**src/rtl/ukfq_pkg.sv**
```systemverilog
// Shared types and codes for the unique-key FIFO queue.
// Used by the storage cell, the top level and the port checker; no dependencies.
package ukfq_pkg;

   // Operation codes carried in the kind field.
   localparam logic KIND_ENQUEUE = 1'b0;
   localparam logic KIND_DEQUEUE = 1'b1;

   // Status codes reported with every result.
   localparam logic [1:0] STATUS_OK    = 2'd0;
   localparam logic [1:0] STATUS_DUP   = 2'd1;
   localparam logic [1:0] STATUS_FULL  = 2'd2;
   localparam logic [1:0] STATUS_EMPTY = 2'd3;

   // Width of the reported occupancy field.
   localparam int OCC_W = 5;

   // One key and value pair as held in a cell.
   typedef struct packed {
      logic signed [31:0] key;
      logic signed [31:0] value;
   } pair_type;

   // Request transaction.
   typedef struct packed {
      logic               kind;
      logic signed [31:0] entry_key;
      logic signed [31:0] entry_value;
   } req_type;

   // Response transaction.
   typedef struct packed {
      logic [1:0]         status;
      logic signed [31:0] out_key;
      logic signed [31:0] out_value;
      logic [OCC_W-1:0]   occupancy;
      logic               is_empty;
   } rsp_type;

   // Per-cell control from the queue controller.
   typedef struct packed {
      logic held;      // cell holds a live pair
      logic shift_en;  // take the pair of the next younger cell
      logic load_en;   // take the enqueued pair
   } cell_ctrl_type;

endpackage

```
**src/rtl/ukfq_cell.sv**
```systemverilog
// One storage cell of the unique-key FIFO queue chain.
// Holds a pair, shifts toward the head on dequeue, compares its key. Uses ukfq_pkg.
module ukfq_cell
   import ukfq_pkg::*;
(
   input  logic               clock,
   input  logic               reset,
   input  cell_ctrl_type      ctrl,
   input  pair_type           new_pair,
   input  pair_type           next_pair,
   input  logic signed [31:0] cmp_key,
   output pair_type           pair,
   output logic               match
);

   pair_type pair_ff;
   pair_type pair_in;
   logic     match_ff;
   logic     match_in;

   // Pick the next content: neighbor on a shift, new pair on a load.
   always_comb begin
      pair_in = pair_ff;
      if (ctrl.shift_en) begin
         pair_in = next_pair;
      end else if (ctrl.load_en) begin
         pair_in = new_pair;
      end
   end

   // A live cell whose key equals the compared key flags a match.
   assign match_in = ctrl.held && (pair_ff.key == cmp_key);

   // Pair storage needs no reset; the held flag guards every read.
   always_ff @(posedge clock) begin
      pair_ff <= pair_in;
   end

   always_ff @(posedge clock) begin
      if (reset) begin
         match_ff <= 1'b0;
      end else begin
         match_ff <= match_in;
      end
   end

   assign pair  = pair_ff;
   assign match = match_ff;

endmodule

```
**src/rtl/unique_key_fifo_queue_unit.sv**
```systemverilog
// Unique-key FIFO queue built as a shifting chain of DEPTH cells.
// A request accepted in idle moves through the compare and commit states; the response
// strobe is registered out of commit. The cell key compare is registered during compare
// and used in commit; busy stays high through both, so no new request is taken until idle.
// Reset clears the occupancy count and the controller; the queue is empty at once.
// The response is shown for one cycle and the receiver cannot stall it.
module unique_key_fifo_queue_unit
   import ukfq_pkg::*;
#(
   parameter int DEPTH = 16
)
(
   input  logic    clock,
   input  logic    reset,
   input  logic    start,
   output logic    busy,
   input  req_type req_item,
   output logic    rsp_valid,
   output rsp_type rsp_item
);

   localparam int CNT_W = $clog2(DEPTH + 1);

   typedef enum logic [2:0] {
      ST_IDLE    = 3'b001,
      ST_COMPARE = 3'b010,
      ST_COMMIT  = 3'b100
   } state_type;

   state_type          state_ff;
   state_type          state_in;
   req_type            req_ff;
   req_type            req_in;
   logic [CNT_W-1:0]   count_ff;
   logic [CNT_W-1:0]   count_in;
   logic               rsp_valid_ff;
   logic               rsp_valid_in;
   rsp_type            rsp_ff;
   rsp_type            rsp_in;

   cell_ctrl_type      cell_ctrl [DEPTH];
   pair_type           cell_pair [DEPTH];
   pair_type           next_pair [DEPTH];
   logic [DEPTH-1:0]   cell_match;
   pair_type           enq_pair;

   logic               accept;
   logic               key_held;
   logic               queue_full;
   logic               enq_ok;
   logic               deq_ok;

   assign accept     = start && (state_ff == ST_IDLE);
   assign key_held   = |cell_match;
   assign queue_full = (count_ff == CNT_W'(DEPTH));
   assign enq_ok     = (state_ff == ST_COMMIT) && (req_ff.kind == KIND_ENQUEUE)
                       && !key_held && !queue_full;
   assign deq_ok     = (state_ff == ST_COMMIT) && (req_ff.kind == KIND_DEQUEUE)
                       && (count_ff != '0);

   assign enq_pair.key   = req_ff.entry_key;
   assign enq_pair.value = req_ff.entry_value;

   // Controller: accept, let the cells compare, then commit.
   always_comb begin
      state_in = state_ff;
      unique case (state_ff)
         ST_IDLE: begin
            if (start) begin
               state_in = ST_COMPARE;
            end
         end
         ST_COMPARE: begin
            state_in = ST_COMMIT;
         end
         ST_COMMIT: begin
            state_in = ST_IDLE;
         end
         default: begin
            state_in = ST_IDLE;
         end
      endcase
   end

   // Capture the request transaction on accept.
   assign req_in = accept ? req_item : req_ff;

   // Occupancy update on a successful enqueue or dequeue.
   always_comb begin
      count_in = count_ff;
      if (enq_ok) begin
         count_in = count_ff + CNT_W'(1);
      end else if (deq_ok) begin
         count_in = count_ff - CNT_W'(1);
      end
   end

   // Build the response transaction during commit.
   always_comb begin
      rsp_in           = rsp_ff;
      rsp_valid_in     = (state_ff == ST_COMMIT);
      if (state_ff == ST_COMMIT) begin
         rsp_in.out_key   = '0;
         rsp_in.out_value = '0;
         if (req_ff.kind == KIND_ENQUEUE) begin
            if (key_held) begin
               rsp_in.status = STATUS_DUP;
            end else if (queue_full) begin
               rsp_in.status = STATUS_FULL;
            end else begin
               rsp_in.status = STATUS_OK;
            end
         end else begin
            if (count_ff == '0) begin
               rsp_in.status = STATUS_EMPTY;
            end else begin
               rsp_in.status    = STATUS_OK;
               rsp_in.out_key   = cell_pair[0].key;
               rsp_in.out_value = cell_pair[0].value;
            end
         end
         rsp_in.occupancy = OCC_W'(count_in);
         rsp_in.is_empty  = (count_in == '0);
      end
   end

   // The cell chain; the youngest end shifts in an empty pair.
   for (genvar i = 0; i < DEPTH; i++) begin : g_cell
      if (i == DEPTH - 1) begin : g_last
         assign next_pair[i] = '0;
      end else begin : g_inner
         assign next_pair[i] = cell_pair[i+1];
      end

      assign cell_ctrl[i].held     = (count_ff > CNT_W'(i));
      assign cell_ctrl[i].shift_en = deq_ok;
      assign cell_ctrl[i].load_en  = enq_ok && (count_ff == CNT_W'(i));

      ukfq_cell u_cell (
         .clock     (clock),
         .reset     (reset),
         .ctrl      (cell_ctrl[i]),
         .new_pair  (enq_pair),
         .next_pair (next_pair[i]),
         .cmp_key   (req_ff.entry_key),
         .pair      (cell_pair[i]),
         .match     (cell_match[i])
      );
   end

   // Control registers.
   always_ff @(posedge clock) begin
      if (reset) begin
         state_ff     <= ST_IDLE;
         count_ff     <= '0;
         rsp_valid_ff <= 1'b0;
      end else begin
         state_ff     <= state_in;
         count_ff     <= count_in;
         rsp_valid_ff <= rsp_valid_in;
      end
   end

   // Payload registers.
   always_ff @(posedge clock) begin
      req_ff <= req_in;
      rsp_ff <= rsp_in;
   end

   assign busy      = (state_ff != ST_IDLE);
   assign rsp_valid = rsp_valid_ff;
   assign rsp_item  = rsp_ff;

endmodule

```
**config.mk**
```make
export PLATFORM = sky130hd
export DESIGN_NAME = unique_key_fifo_queue_unit
export DESIGN_NICKNAME = d
export VERILOG_FILES = /design/src/rtl/ukfq_pkg.sv /design/src/rtl/ukfq_cell.sv /design/src/rtl/unique_key_fifo_queue_unit.sv
export SDC_FILE = /design/constraint.sdc
export NUM_CORES = 2
export LEC_CHECK = 0
export BUFFER_PORTS_ARGS = -buffer_cell sky130_fd_sc_hd__buf_2
export CAP_MARGIN = 20
export CORE_MARGIN = 5
export CORE_UTILIZATION = 50
export DETAILED_ROUTE_END_ITERATION = 10
export HOLD_SLACK_MARGIN = 0.03
export MAX_ROUTING_LAYER = met4
export PLACE_DENSITY = 0.69
export SLEW_MARGIN = 10
export SYNTH_ARGS = -nofsm -noshare
export SYNTH_HDL_FRONTEND = slang
export SYNTH_SLANG_ARGS = --single-unit
export TNS_END_PERCENT = 50
```
**constraint.sdc**
```tcl
create_clock -name clock -period 19.2 [get_ports clock]
set_input_delay 2.88 -clock clock [delete_from_list [all_inputs] [get_ports clock]]
set_output_delay 2.88 -clock clock [all_outputs]
set_load 0.03 [all_outputs]
```
==> metrics.csv <==
metric;value;unit
syn avg cell area;14.6;um2
Starting Density;50.4;%
Min-Delay Path Class;reg -> reg;
Max clock buf depth;3;
# Post-CTS Setup Buffers;0;
die area;111000;um2
die width;333;um
worst setup path class;reg -> reg;
Clock Sinks;1186;
Setup-failing EPs final;0;
die height;333;um
hpwl dp;81900;um
max-slew violations;0;
cell count of the worst reg-to-reg path;11;
Comb pwr share;5.8;%
H-tree depth;4;
Detailed Route WL;121000;um
port bufs;141;
Worst-Skew Late Latency;0.74;ns
Via Count;29400;
vias per inst;5.74;
row count;118;
CTS tree;built;
Worst Clk Skew;0.0311;ns
final worst setup slack;12.56;ns
Hold Vio Cnt, Final;0;
initial antenna violation count;4;
Syn. warnings;0;
# nets final;3712;
sequential power share;51.0;%
dpl cell area;53500;um2
core area;104000;um2
Reg-to-Reg End;g_cell[7].u_cell.pair[42];
Seq/Total Area, Yosys;66.4;%
RSZ-0062 raised after global routing;no;
CTS root buffer;clkbuf_16;
Pleak;0.0235;uW
CP arrival;7.11;ns
post-synthesis cell count;3586;
critical path required time;19.67;ns
number of synthesized flops with an enable pin;1097;
Synth Flop Type;edfxtp_1;
routability cong.;0.922;
DRT antenna net count;0;
Final period util;34.6;%
switching power;1200;uW
Worst R2R Start;count_ff[0];
Yosys reg bits;1186;
DR WL/cell;23.6;um
switching share of power;21.6;%
run status;complete, no violations;
hold endpoint;g_cell[15].u_cell.pair[19];
storage element area;34700;um2
filler instances;8301;
Cells on Worst Hold Path;2;
PD cells;96.8;nW/um2
detailed-router iteration count before antenna repair;8;
hold_buf cts;0;
Worst Hold Launch;g_cell[15].u_cell.pair[19];
Fin Setup TNS;0;ns
ys async rst share;0;%
CTS buffer count;130;
maximum number of pins on one net before global-route repair;160;
fmax;151;MHz
grt total ovfl;0;
startpoint types;flop;
dpl ws;12.71;ns
Least-Margin Pin Slew;1.16;ns
Initial DRC Count;2949;
Net Count, Synth;3660;
Total Routing Usage GR;22.0;%
P_int;4370;uW
Reg clk slew, reported paths;0.06;ns
global-route wire length before repair;182000;um
max_slew headroom;21.5;%
Diodes inserted;0;
max-cap violations;0;
post-CTS sizing;0;
layout cell share with drive strength beyond 1;12.5;%
Area Overhead vs Synth;10.0;%
worst-path fanout max;159;
Clock power frac;43.2;%
Max IR drop VDD;0.0000738;V
Design Area, Final;57600;um2
DRC viols;0;
# IOs;142;
CP endpoint kind;flop;
Multi-input gate area;15700;um2
synth unique cells;55;
reg2reg setup slack;12.56;ns
post-route minimum period;6.64;ns
Post-Syn Area;52300;um2
vias in the first global route;28600;
## logic make-up (layout without fill, tap and decap cells)
group           count (synthesis)  in the layout  share of synthesized area, %
compound gates               1083           1083                          15.2
simple gates                  501            501                          5.94
fa+ha+maj                       6              6                         0.143
flops                        1186           1186                          66.4
buf+inv                       309            464                          4.01
mux                             2              2                        0.0383
xor+xnor                      499            499                          8.35
## synth_stat cells, types with 2 or more instances
cell type  instances  area, um2
buf_2             54        270
nand4_1           93        582
buf_6             96       1080
nor2_4             8       90.1
dfxtp_1           89       1780
ha_1               6       75.1
nor3b_1            2       15.0
and2_1             2       12.5
o22ai_1            4       25.0
nor4_1            66        413
xnor2_1          330       2890
clkbuf_1          77        289
o221ai_1           3       26.3
o21ai_0           21        105
nor2b_1            7       43.8
o31ai_1            2       15.0
nor3_1             8       40.0
nor2_1            12       45.0
nand3_1           18       90.1
inv_1             21       78.8
and2b_1           12       90.1
buf_1             20       75.1
nand2b_1           2       12.5
nor4_2             2       25.0
a2111oi_0          7       61.3
a21o_1           960       7210
nor2b_2           10       87.6
or3_1              3       18.8
nor2b_4           34        468
nor4b_1            2       17.5
buf_4             40        300
a22oi_1            4       30.0
edfxtp_1        1097      32900
xor2_1           169       1480
nand2_1          142        533
and3_1            69        432
mux2i_1            2       20.0
or4_1              3       22.5
a21oi_1           72        360
a222oi_1           2       20.0
## stage by stage
stage | instances | utilization (%) | power (uW) | hold WS, ns
4_1_cts | 5121 | 55.5 | 5620 | 0.451
2_1_floorplan | 3586 | - | 3130 | 0.429
3_3_place_gp | 4885 | 51.5 | 3210 | 0.438
5_1_grt | 5121 | 55.5 | 5760 | 0.470
6_report | 5121 | 55.5 | 5570 | 0.449
3_5_place_dp | 4886 | 51.5 | 3220 | 0.444
## power groups by stage
stage / Clock (uW) / Combinational (uW) / Sequential (uW)
3_5_place_dp: 0 / 320 / 2900
6_report: 2410 / 324 / 2840
5_1_grt: 2570 / 349 / 2840
4_1_cts: 2450 / 323 / 2840
3_3_place_gp: 0 / 312 / 2900
2_1_floorplan: 0 / 229 / 2900
## routing by layer
layer	part of all wire [%]	up-vias	track usage, %
met4	3.6	0	7.97
met5	0	-	-
li1	-	13400	-
met1	45	14700	31.5
met2	45	1045	32.3
met3	6.4	205	3.10
## worst max-delay path by stage
stage	from	to	slack [ns]	depth (start not counted)
6_report	count_ff[0]	g_cell[7].u_cell.pair[42]	12.56	11
3_3_place_gp	count_ff[0]	g_cell[3].u_cell.pair[42]	12.74	11
3_5_place_dp	count_ff[0]	g_cell[4].u_cell.pair[42]	12.71	11
4_1_cts	count_ff[0]	g_cell[1].u_cell.pair[42]	12.66	11
5_1_grt	count_ff[0]	g_cell[7].u_cell.pair[42]	12.21	11
2_1_floorplan	state_ff[2]	g_cell[2].u_cell.pair[0]	11.76	5
## state kept, by name, indices dropped and copies added, names as in the netlist
register,count
count_ff,5
enq_pair,64
g_cell.u_cell.match,16
g_cell.u_cell.pair,1024
req_ff,1
rsp_item,72
rsp_valid,1
state_ff,3
## worst max-delay path: stages (launching register included)
cell	delay [ns]
dfxtp_1	0.57
inv_1	0.17
ha_1	0.26
or4b_2	0.20
buf_4	0.51
and3_4	0.94
buf_4	0.87
buf_12	0.59
buf_12	0.56
buf_4	0.78
nor2b_4	0.27
a21o_1	0.23
## cells in the final DEF (no fill, tap or decap), drive strengths merged, types with 3 or more instances in the layout
cell type / netlist / routed
nand3: 18 / 18
xnor2: 330 / 330
a22oi: 4 / 4
nor2b: 51 / 51
or4: 3 / 3
and3: 70 / 70
clkinv: 1 / 60
ha: 6 / 6
o221ai: 3 / 3
nor3: 8 / 8
clkbuf: 77 / 161
a21o: 960 / 960
a2111oi: 7 / 7
nor4: 69 / 69
xor2: 169 / 169
nand2: 142 / 142
dfxtp: 89 / 89
nand4: 93 / 93
inv: 21 / 26
nor2: 20 / 20
edfxtp: 1097 / 1097
bufinv: 0 / 9
a21oi: 72 / 72
o22ai: 4 / 4
or3: 3 / 3
buf: 210 / 207
o21ai: 21 / 21
and2b: 12 / 12
## cell type report
type,count,area share [%]
Clock buffer,161,5.98
Clock inverter,74,1.16
Inverter,22,0.143
Multi-Input combinational cell,2091,27.3
Sequential cell,1186,60.3
Tap cell,1380,3.00
Timing Repair Buffer,207,2.16
Note: power is estimated with default switching activity, not from simulation.
